`config.mk`:
```
export PLATFORM = sky130hd
export DESIGN_NAME = lfu_cache_lru_tiebreak_core
export DESIGN_NICKNAME = d
export VERILOG_FILES = /design/src/hdl/lfu_pkg.sv /design/src/hdl/lfu_ram.sv /design/src/hdl/lfu_engine.sv /design/src/hdl/lfu_cache_lru_tiebreak_core.sv
export SDC_FILE = /design/constraint.sdc
export NUM_CORES = 1
export LEC_CHECK = 0
export BUFFER_PORTS_ARGS = -buffer_cell sky130_fd_sc_hd__clkbuf_2
export CORE_AREA = 5 5 400 402
export CTS_CLUSTER_DIAMETER = 200
export DETAILED_ROUTE_END_ITERATION = 10
export DIE_AREA = 0 0 405 407
export PLACE_DENSITY_LB_ADDON = 0.25
export SETUP_SLACK_MARGIN = 0.02
export SYNTH_ARGS = -nofsm -noshare
export SYNTH_HDL_FRONTEND = slang
export SYNTH_HIERARCHICAL = 1
export SYNTH_SLANG_ARGS = --single-unit
```
`constraint.sdc`:
```
create_clock -name clock -period 12.5 [get_ports clock]
set_clock_uncertainty 0.2 [all_clocks]
set_input_delay 1.25 -clock clock [delete_from_list [all_inputs] [get_ports clock]]
set_output_delay 1.25 -clock clock [all_outputs]
set_load 0.005 [all_outputs]
```
`src/hdl/lfu_pkg.sv`:
```
// ----------------------------------------------------------------------------
// lfu_pkg
// Shared widths, entry layout and request/response types of the LFU cache.
// ----------------------------------------------------------------------------
package lfu_pkg;

   localparam int ENTRIES    = 16;
   localparam int IDX_W      = $clog2(ENTRIES);
   localparam int CNT_W      = IDX_W + 1;
   localparam int RANK_W     = IDX_W;
   localparam int COUNT_BITS = 16;
   localparam int KEY_W      = 32;
   localparam int VAL_W      = 31;
   localparam int CAP_W      = 5;
   localparam int CMP_W      = 8;

   localparam logic OP_GET = 1'b0;
   localparam logic OP_SET = 1'b1;

   typedef struct packed {
      logic [KEY_W-1:0]      key;
      logic [VAL_W-1:0]      value;
      logic [COUNT_BITS-1:0] count;
      logic [RANK_W-1:0]     rank;
   } entry_type;

   typedef struct packed {
      logic             opcode;
      logic [KEY_W-1:0] key;
      logic [VAL_W-1:0] value;
   } req_type;

   typedef struct packed {
      logic             hit;
      logic [VAL_W-1:0] value;
   } rsp_type;

   localparam int ENTRY_W = $bits(entry_type);

endpackage

```
`src/hdl/lfu_ram.sv`:
```
// ----------------------------------------------------------------------------
// lfu_ram
// Generic simple dual-port RAM, one write port, one registered read port.
// ----------------------------------------------------------------------------
module lfu_ram #(
   parameter int WIDTH = 8,
   parameter int DEPTH = 16
) (
   input  logic                     clock,
   input  logic                     wr_en,
   input  logic [$clog2(DEPTH)-1:0] wr_addr,
   input  logic [WIDTH-1:0]         wr_data,
   input  logic                     rd_en,
   input  logic [$clog2(DEPTH)-1:0] rd_addr,
   output logic [WIDTH-1:0]         rd_data
);

   logic [WIDTH-1:0] mem [DEPTH];

   always_ff @(posedge clock) begin
      if (wr_en) begin
         mem[wr_addr] <= wr_data;
      end
      if (rd_en) begin
         rd_data <= mem[rd_addr];
      end
   end

endmodule

```
`src/hdl/lfu_engine.sv`:
```
// ----------------------------------------------------------------------------
// lfu_engine
// Scan pass for lookup and victim search, then read-modify-write pass that
// updates counts, ranks and the inserted entry in the entry memory.
// ----------------------------------------------------------------------------
module lfu_engine (
   input  logic                  clock,
   input  logic                  reset,
   input  logic                  start,
   input  lfu_pkg::req_type      req,
   input  logic [lfu_pkg::CAP_W-1:0] capacity,
   output logic                  ready,
   output logic                  done_valid,
   input  logic                  done_ready,
   output lfu_pkg::rsp_type      result,
   output logic                  mem_wr_en,
   output logic [lfu_pkg::IDX_W-1:0] mem_wr_addr,
   output lfu_pkg::entry_type    mem_wr_data,
   output logic                  mem_rd_en,
   output logic [lfu_pkg::IDX_W-1:0] mem_rd_addr,
   input  lfu_pkg::entry_type    mem_rd_data
);
   import lfu_pkg::*;

   typedef enum logic [4:0] {
      ST_IDLE   = 5'b00001,
      ST_SCAN   = 5'b00010,
      ST_DECIDE = 5'b00100,
      ST_UPDATE = 5'b01000,
      ST_DONE   = 5'b10000
   } state_type;

   localparam logic [IDX_W-1:0] LAST_IDX = IDX_W'(ENTRIES - 1);

   state_type state_ff, state_in;
   logic [ENTRIES-1:0] valid_ff, valid_in;
   logic [CNT_W-1:0] cnt_ff, cnt_in;
   logic pv_ff, pv_in;
   logic [IDX_W-1:0] pidx_ff, pidx_in;
   req_type req_ff, req_in;
   logic [CNT_W-1:0] used_ff, used_in;
   logic found_ff, found_in;
   logic [IDX_W-1:0] hidx_ff, hidx_in;
   entry_type hent_ff, hent_in;
   logic vfound_ff, vfound_in;
   logic [IDX_W-1:0] vidx_ff, vidx_in;
   entry_type vent_ff, vent_in;
   logic ins_ff, ins_in;
   logic evict_ff, evict_in;
   logic [IDX_W-1:0] slot_ff, slot_in;
   rsp_type result_ff, result_in;

   logic [CAP_W-1:0] cap_eff;
   logic do_evict;
   logic [ENTRIES-1:0] free_mask;
   logic slot_found;
   logic [IDX_W-1:0] slot_sel;
   logic issue;
   logic rd_vld;
   entry_type upd;

   assign cap_eff = (CMP_W'(capacity) > CMP_W'(ENTRIES)) ? CAP_W'(ENTRIES) : capacity;
   assign do_evict = (req_ff.opcode == OP_SET) && !found_ff && (cap_eff != '0)
                     && (CMP_W'(used_ff) >= CMP_W'(cap_eff));
   assign issue = ((state_ff == ST_SCAN) || (state_ff == ST_UPDATE))
                  && (CMP_W'(cnt_ff) < CMP_W'(ENTRIES));
   assign rd_vld = valid_ff[pidx_ff];

   always_comb begin
      free_mask = ~valid_ff;
      if (do_evict) begin
         free_mask[vidx_ff] = 1'b1;
      end
      slot_found = 1'b0;
      slot_sel = '0;
      for (int i = 0; i < ENTRIES; i++) begin
         if (free_mask[i] && !slot_found) begin
            slot_found = 1'b1;
            slot_sel = IDX_W'(i);
         end
      end
   end

   assign ready = (state_ff == ST_IDLE);
   assign done_valid = (state_ff == ST_DONE);
   assign result = result_ff;
   assign mem_rd_en = issue;
   assign mem_rd_addr = cnt_ff[IDX_W-1:0];
   assign mem_wr_addr = pidx_ff;
   assign mem_wr_data = upd;

   always_comb begin
      state_in = state_ff;
      valid_in = valid_ff;
      cnt_in = cnt_ff;
      pv_in = issue;
      pidx_in = cnt_ff[IDX_W-1:0];
      req_in = req_ff;
      used_in = used_ff;
      found_in = found_ff;
      hidx_in = hidx_ff;
      hent_in = hent_ff;
      vfound_in = vfound_ff;
      vidx_in = vidx_ff;
      vent_in = vent_ff;
      ins_in = ins_ff;
      evict_in = evict_ff;
      slot_in = slot_ff;
      result_in = result_ff;
      mem_wr_en = 1'b0;
      upd = mem_rd_data;
      if (issue) begin
         cnt_in = cnt_ff + CNT_W'(1);
      end
      case (state_ff)
         ST_IDLE: begin
            if (start) begin
               req_in = req;
               used_in = '0;
               found_in = 1'b0;
               vfound_in = 1'b0;
               cnt_in = '0;
               state_in = ST_SCAN;
            end
         end
         ST_SCAN: begin
            if (pv_ff) begin
               if (rd_vld) begin
                  used_in = used_ff + CNT_W'(1);
                  if (mem_rd_data.key == req_ff.key) begin
                     found_in = 1'b1;
                     hidx_in = pidx_ff;
                     hent_in = mem_rd_data;
                  end
                  if (!vfound_ff || (mem_rd_data.count < vent_ff.count)
                      || ((mem_rd_data.count == vent_ff.count)
                          && (mem_rd_data.rank > vent_ff.rank))) begin
                     vfound_in = 1'b1;
                     vidx_in = pidx_ff;
                     vent_in = mem_rd_data;
                  end
               end
               if (pidx_ff == LAST_IDX) begin
                  state_in = ST_DECIDE;
               end
            end
         end
         ST_DECIDE: begin
            result_in.hit = found_ff;
            result_in.value = ((req_ff.opcode == OP_GET) && found_ff) ? hent_ff.value : '0;
            ins_in = (req_ff.opcode == OP_SET) && !found_ff;
            evict_in = do_evict;
            slot_in = slot_sel;
            cnt_in = '0;
            if (((req_ff.opcode == OP_GET) && found_ff)
                || ((req_ff.opcode == OP_SET) && (cap_eff != '0)
                    && (found_ff || slot_found))) begin
               state_in = ST_UPDATE;
            end else begin
               state_in = ST_DONE;
            end
         end
         ST_UPDATE: begin
            if (pv_ff) begin
               if (ins_ff) begin
                  if (pidx_ff == slot_ff) begin
                     mem_wr_en = 1'b1;
                     upd.key = req_ff.key;
                     upd.value = req_ff.value;
                     upd.count = COUNT_BITS'(1);
                     upd.rank = '0;
                  end else if (rd_vld && !(evict_ff && (pidx_ff == vidx_ff))) begin
                     mem_wr_en = 1'b1;
                     upd.rank = mem_rd_data.rank + RANK_W'(1)
                        - ((evict_ff && (mem_rd_data.rank > vent_ff.rank))
                           ? RANK_W'(1) : RANK_W'(0));
                  end
               end else begin
                  if (pidx_ff == hidx_ff) begin
                     mem_wr_en = 1'b1;
                     if (req_ff.opcode == OP_SET) begin
                        upd.value = req_ff.value;
                     end
                     if (mem_rd_data.count != '1) begin
                        upd.count = mem_rd_data.count + COUNT_BITS'(1);
                     end
                     upd.rank = '0;
                  end else if (rd_vld && (mem_rd_data.rank < hent_ff.rank)) begin
                     mem_wr_en = 1'b1;
                     upd.rank = mem_rd_data.rank + RANK_W'(1);
                  end
               end
               if (pidx_ff == LAST_IDX) begin
                  if (ins_ff) begin
                     if (evict_ff) begin
                        valid_in[vidx_ff] = 1'b0;
                     end
                     valid_in[slot_ff] = 1'b1;
                  end
                  state_in = ST_DONE;
               end
            end
         end
         ST_DONE: begin
            if (done_ready) begin
               state_in = ST_IDLE;
            end
         end
         default: begin
            state_in = ST_IDLE;
         end
      endcase
   end

   always_ff @(posedge clock) begin
      if (reset) begin
         state_ff <= ST_IDLE;
         valid_ff <= '0;
         cnt_ff <= '0;
         pv_ff <= 1'b0;
      end else begin
         state_ff <= state_in;
         valid_ff <= valid_in;
         cnt_ff <= cnt_in;
         pv_ff <= pv_in;
      end
      pidx_ff <= pidx_in;
      req_ff <= req_in;
      used_ff <= used_in;
      found_ff <= found_in;
      hidx_ff <= hidx_in;
      hent_ff <= hent_in;
      vfound_ff <= vfound_in;
      vidx_ff <= vidx_in;
      vent_ff <= vent_in;
      ins_ff <= ins_in;
      evict_ff <= evict_in;
      slot_ff <= slot_in;
      result_ff <= result_in;
   end

endmodule

```
`src/hdl/lfu_cache_lru_tiebreak_core.sv`:
```
// ----------------------------------------------------------------------------
// lfu_cache_lru_tiebreak_core
// Fully associative key-value cache, LFU replacement with LRU tie break.
// ----------------------------------------------------------------------------
// One request at a time. A get miss or a set with capacity zero makes one pass
// of ENTRIES reads over the single-read-port entry memory (a lookup and victim
// scan); any request that changes state makes a second, read-modify-write pass
// of counts and ranks. The response sits in an output register, so the next
// request is taken while it waits.
module lfu_cache_lru_tiebreak_core (
   input  logic        clock,
   input  logic        reset,
   input  logic        req_tvalid,
   output logic        req_tready,
   input  logic [63:0] req_tdata,   // key[31:0], write_value[62:32], zero
   input  logic [0:0]  req_tuser,   // opcode[0]
   output logic        rsp_tvalid,
   input  logic        rsp_tready,
   output logic [31:0] rsp_tdata,   // read_value[30:0], zero
   output logic [0:0]  rsp_tuser,   // hit[0]
   input  logic        csr_wr_en,
   input  logic [4:0]  csr_wr_data  // capacity
);
   import lfu_pkg::*;

   logic [CAP_W-1:0] capacity_ff;
   logic rsp_valid_ff, rsp_valid_in;
   rsp_type rsp_ff, rsp_in;
   req_type req;
   rsp_type result;
   logic done_valid, done_ready;
   logic wr_en, rd_en;
   logic [IDX_W-1:0] wr_addr, rd_addr;
   entry_type wr_data, rd_data;

   assign req.opcode = req_tuser[0];
   assign req.key = req_tdata[KEY_W-1:0];
   assign req.value = req_tdata[KEY_W+VAL_W-1:KEY_W];

   lfu_engine u_engine (
      .clock       (clock),
      .reset       (reset),
      .start       (req_tvalid),
      .req         (req),
      .capacity    (capacity_ff),
      .ready       (req_tready),
      .done_valid  (done_valid),
      .done_ready  (done_ready),
      .result      (result),
      .mem_wr_en   (wr_en),
      .mem_wr_addr (wr_addr),
      .mem_wr_data (wr_data),
      .mem_rd_en   (rd_en),
      .mem_rd_addr (rd_addr),
      .mem_rd_data (rd_data)
   );

   lfu_ram #(.WIDTH(ENTRY_W), .DEPTH(ENTRIES)) u_ram (
      .clock   (clock),
      .wr_en   (wr_en),
      .wr_addr (wr_addr),
      .wr_data (wr_data),
      .rd_en   (rd_en),
      .rd_addr (rd_addr),
      .rd_data (rd_data)
   );

   assign done_ready = !rsp_valid_ff || rsp_tready;

   always_comb begin
      rsp_valid_in = rsp_valid_ff;
      rsp_in = rsp_ff;
      if (rsp_valid_ff && rsp_tready) begin
         rsp_valid_in = 1'b0;
      end
      if (done_valid && done_ready) begin
         rsp_valid_in = 1'b1;
         rsp_in = result;
      end
   end

   always_ff @(posedge clock) begin
      if (reset) begin
         capacity_ff <= CAP_W'(ENTRIES);
         rsp_valid_ff <= 1'b0;
      end else begin
         if (csr_wr_en) begin
            capacity_ff <= csr_wr_data;
         end
         rsp_valid_ff <= rsp_valid_in;
      end
      rsp_ff <= rsp_in;
   end

   assign rsp_tvalid = rsp_valid_ff;
   assign rsp_tdata = {1'b0, rsp_ff.value};
   assign rsp_tuser = rsp_ff.hit;

endmodule

```
Word-level counts from Yosys, hierarchy flattened
Memories as Yosys holds them, arrays and structs flattened. A register that Yosys moved wholly into a read port is not among the register bits.
Cells that the tools add are included.
- equal/unequal tests: 21
- add/subtract/negate cells: 5
- reductions and logical operators: 70
- bitwise gates (word level): 6
- order comparisons: 11
- multiplexer cells: 91
- operators with widths (operator ; count):
    83-bit 2-to-1 mux ; 2
    16-bit 2-to-1 mux ; 7
    79-bit 2-to-1 mux ; 1
    5-bit 2-to-1 mux ; 13
    51-bit 2-to-1 mux ; 1
    47-bit 2-to-1 mux ; 1
    1-bit 2-to-1 mux ; 40
    4-bit 2-to-1 mux ; 10
    32-bit == test ; 1
    32-bit 2-to-1 mux ; 1
    16-bit NOT ; 2
    16-bit OR ; 2
    1-bit logical AND ; 31
    31-bit 2-to-1 mux ; 1
    5-bit case mux with 5 select lines ; 1
    5-bit case mux with 2 select lines ; 2
    1-bit logical NOT ; 19
    16-bit by 1-bit adder with 16-bit output, second input constant ; 1
    16-bit AND ; 1
    16-bit == test ; 1
    16-bit less-than comparator ; 1
    16-bit != test, second input constant ; 1
    4-bit AND reduction ; 4
    4-bit by 5-bit less-than comparator with 1-bit output, second input constant ; 3
    other kinds (33) ; 57
- logic and storage cells: 234
- register bits after elaboration: 241
- output and inout port bits: 35
- input bits: 75
- RAM bits: 1328
- memories kept: 1
- memory list (memory ; depth ; width ; rd ports ; clocked after Yosys merged registers in ; wr ports ; line ; RTL):
    u_ram.mem ; 16 ; 83 ; 1 ; 1 ; 1 ; lfu_ram.sv:18 ; logic [WIDTH-1:0] mem [DEPTH];

Logic depth before layout (Yosys ltp)
- depth after elaboration: 57
- depth in mapped cells: 11
- gate-level depth less buffers: 11

Cells and area by module
The synthesis kept the hierarchy.
- modules (own cells, without submodules) (module ; seq. area each (um^2) ; area each (um^2) ; cells an instance ; times used):
    lfu_ram ; 42370.6 ; 52136.3 ; 2129 ; 1
    lfu_engine ; 5785.5 ; 10108.4 ; 820 ; 1
    lfu_cache_lru_tiebreak_core ; 1081.0 ; 1197.4 ; 55 ; 1

Worst setup path after synthesis
Ideal clock, no wire load.
- path kind: flip-flop to flip-flop
- start: register u_engine.pidx_ff[1], in the netlist u_engine/mem_wr_addr[1]
- end: memory u_ram/mem[0][0] (netlist bit), enable pin
- data required time: 11.674 ns
- stages on the path, launching flop included: 9
- setup time: 0.626 ns
- arrival time: 7.804 ns
- slack: 3.870 ns
- buffers on the path: 1
- clock period less this slack: 8.630 ns
- cells stage by stage: dfxtp_1 buf_2 xor2_1 nor4_1 nor2_1 a22o_1 nor2_1 or3b_1 nor3_1
- cells in the longest elaborated chain, start to end: 11
- elaborated cells on any way between the ends: 18
- those cells by class: 3 x eq/ne; 11 x mux; 4 x reduce/logical
- ends and longest elaborated chain (item ; line ; RTL):
    start, declared ; lfu_engine.sv:39 ; logic [IDX_W-1:0] pidx_ff, pidx_in;
    start signal, assigned ; lfu_engine.sv:227 ; pidx_ff <= pidx_in;
    branches (longest 6 deep; another with 1-bit binary-select mux with 4-bit select) ; -- ;
    1-bit 2-to-1 mux (*) ; lfu_engine.sv:165 ; if (ins_ff) begin
    1-bit 2-to-1 mux (*) ; lfu_engine.sv:164 ; if (pv_ff) begin
    1-bit 2-to-1 mux (*) ; lfu_engine.sv:115 ; case (state_ff)
    via wr_en ; lfu_cache_lru_tiebreak_core.sv:32 ; logic wr_en, rd_en;
    1-bit 2-to-1 mux (*) ; lfu_ram.sv:21 ; if (wr_en) begin
    1-bit 2-to-1 mux (implied by the code) (*) ; lfu_ram.sv:22 ; mem[wr_addr] <= wr_data;
    end, declared ; lfu_ram.sv:18 ;
Mark *: on every way through the listed nets, which the timed path passes. The select of a mux whose other input is x is not followed.

Worst setup path in the final report
- start: register u_engine.pidx_ff[1], in the netlist u_engine/mem_wr_addr[1]
- end: memory u_ram/mem[12][72] (netlist bit), enable pin
Same word-level chain as after synthesis.

==> metrics.md <==
| Metric | Value |
|---|---|
| Clock Path Buffers | 3 |
| Post-CTS resize count | 0 |
| Core box area | 0.1557 mm^2 |
| CTS Root Cell | clkbuf_16 |
| Final wirelength | 144.9 mm |
| Mapped Nets | 3113 |
| Synth Area per Inst | 21.12 um^2 |
| Yosys reg bits | 1652 |
| Final total power | 11.20 mW |
| Post-DP Area | 0.06650 mm^2 |
| Nets | 3309 |
| Vias | 29840 |
| Vias in the first global route | 30610 |
| First-pass GRT wire length | 211.7 mm |
| DR iter-0 viols | 2995 |
| Clock transition at path regs | 0.06 ns |
| Post-synth top area cell | edfxtp_1 |
| Top cells by count, synth | edfxtp_1, mux4_2, a22oi_1, nand2_1, mux2_2 |
| Setup TNS | 0 ns |
| Max-Cap Viols | 0 |
| Hold crit path type | register to register |
| Die area | 0.1648 mm^2 |
| Peak fanout along the critical path | 41 |
| Worst-skew pair later-pin latency | 0.80 ns |
| Final period util | 0.4616 |
| WS Path Type | register to register |
| IO Port Bufs | 107 |
| Final GP Congestion | 0.7711 |
| CTS tree | done |
| Final min period | 5.771 ns |
| Top post-synthesis cells by area | edfxtp_1, mux4_2, a22oi_1 |
| Final hold vios | 0 |
| CP Launch Point | u_engine/mem_wr_addr[1] |
| Fraction of layout cells with a size suffix above 1 | 0.2504 |
| RSZ-0062 raised after global routing | false |
| Ys async rst share | 0 |
| N_diodes | 0 |
| Total GRT Usage | 0.1764 |
| H-tree Lvls | 4 |
| Worst Path Required | 12.72 ns |
| Worst slew pin tran | 1.349 ns |
| Hold path startpoint | u_engine/result[12] |
| Final setup violation count | 0 |
| Post-route cell area | 0.07193 mm^2 |
| Final core utilization | 0.4621 |
| P_leak | 22.32 nW |
| Number of synthesized flops with an enable pin | 1615 |
| CTS sink count | 1652 |
| FP Rows | 145 |
| Starting Density | 0.4076 |
| Count of pins over their slew limit | 0 |
| Yosys cell types | 73 |
| Total CTS buffers | 170 |
| Yosys top cell area share | 0.7644 |
| Synth-to-layout area growth | 13.38% |
| Fmax | 173.3 MHz |
| Post-route ant nets | 0 |
| Worst vdd ir | 138.5 uV |
| Largest net degree at the start of global routing | 136 |
| Pwr per Cell Area | 155.7 mW/mm^2 |
| Top-count cell post-synth | edfxtp_1 |
| Die height | 407 um |
| I/O pin cnt | 110 |
| # DRC | 0 |
| Synth warn | 6 |
| Hold buffer count at CTS | 0 |
| Status | finished clean |
| Post-Syn Instances | 3004 |
| First-pass iteration count of the detailed router | 7 |
| Combined area of all synthesized cells | 0.06344 mm^2 |
| Primary FF master, synth | edfxtp_1 |
| Vias/cell | 5.529 |
| Seq/Total Area, Yosys | 0.7761 |
| Die X | 405 um |
| Critical Path Start Type | register |
| Setup Buffers After CTS | 0 |
| Worst Setup End Kind | register |
| FF-to-FF Start | u_engine/mem_wr_addr[1] |
| Critical Path AT | 5.99 ns |
| Total congestion overflow | 0 |
| Detailed Place HPWL | 70.97 mm |
| Initial antenna violation count | 5 |
| Relative slew slack | 0.1006 |
| DR WL/cell | 26.85 um |
-- worst paths after layout --
path / endpoint / slack [ns] / cells after the start
worst max register to register: u_ram/mem[12][72] / 6.73 / 9
worst min register to register: rsp_tdata[12] / 0.22 / 0
worst min-delay path: rsp_tdata[12] / 0.22 / 0
worst max-delay path: u_ram/mem[12][72] / 6.73 / 9
-- worst max-delay path, stage by stage, from the launching register on --
cell and delay, ns:
dfxtp_1 0.78, xor2_1 0.14, nor4_1 0.68, nor2_1 0.25, a22o_1 0.34, nor2_1 0.21
nand3_1 0.32, nor3_2 0.75, buf_4 0.91, buf_4 0.75
-- layout make-up --
class                   instances  area (um^2)
fillers                     13030        83730
inverters                      37        138.9
clock inverters                94        929.6
well taps                    2058         2575
clock buffers                 216         4501
repair buffers                168         1069
multi-input cells            1171        13470
flip-flops and latches       1652        49240
-- report_power, final --
group,switching [mW],internal (mW),total [mW]
Clock,2.13,2.76,4.89
Combinational,0.125,0.0816,0.207
Sequential,0.0314,6.07,6.10
Total,2.28,8.91,11.2
-- cell families (layout without fill, tap and decap cells) --
logic type,count (synthesis),count (layout),share of synthesized area
xor gates and xnor gates,54,54,0.007455
adders and majority gates,34,34,0.006705
muxes,413,413,0.1327
DFF,1652,1652,0.7761
and+or+nand+nor,375,375,0.02966
other,1,1,0.00005911
buffers and inverters,181,515,0.01459
AOI/OAI and AO/OA,294,294,0.03268
-- cell usage in the layout (no fill, tap or decap), types with 37 or more instances in the layout --
master     netlist  final
clkbuf_2         1    107
and2_1          39     37
clkbuf_16        0    173
nor2_1          57     43
mux4_2         336    336
nand2_1        143    142
mux2_2          59     59
xor2_1          48     48
clkinv_1         0     41
buf_4           20     55
o21ai_0         37     37
a22oi_1        166    166
edfxtp_1      1615   1615
clkbuf_1        55     42
-- flip-flops by register name, summed over array words and instances (netlist names), 4 cells and up --
| name | cells |
|---|---|
| u_ram/mem | 1328 |
| u_ram/rd_data | 83 |
| u_engine/req_ff | 64 |
| u_engine/hent_ff | 35 |
| u_engine/result | 32 |
| rsp_tdata | 31 |
| u_engine/vent_ff | 20 |
| u_engine/valid_ff | 16 |
| capacity_ff | 5 |
| u_engine/cnt_ff | 5 |
| u_engine/state_ff | 5 |
| u_engine/used_ff | 5 |
| u_engine/hidx_ff | 4 |
| u_engine/mem_wr_addr | 4 |
| u_engine/slot_ff | 4 |
| u_engine/vidx_ff | 4 |
-- metal layers --
metal	track usage	wire length [um]	vias to the layer above
li1	-	-	12880
met1	0.2522	63500	15860
met2	0.2854	69880	908
met3	0.03143	8905	198
met4	0.04074	2611	0
met5	0	0	-
-- stage by stage --
step           std cells  setup WS (ns)  hold WS, ns
4_1_cts             5396          6.615       0.2129
2_1_floorplan       3004          3.870       0.1754
5_1_grt             5396          6.343       0.2250
3_5_place_dp        5086          6.633       0.2045
3_3_place_gp        5086          6.686       0.2019
6_report            5396          6.730       0.2170
Power figures use the tool's default switching activity.
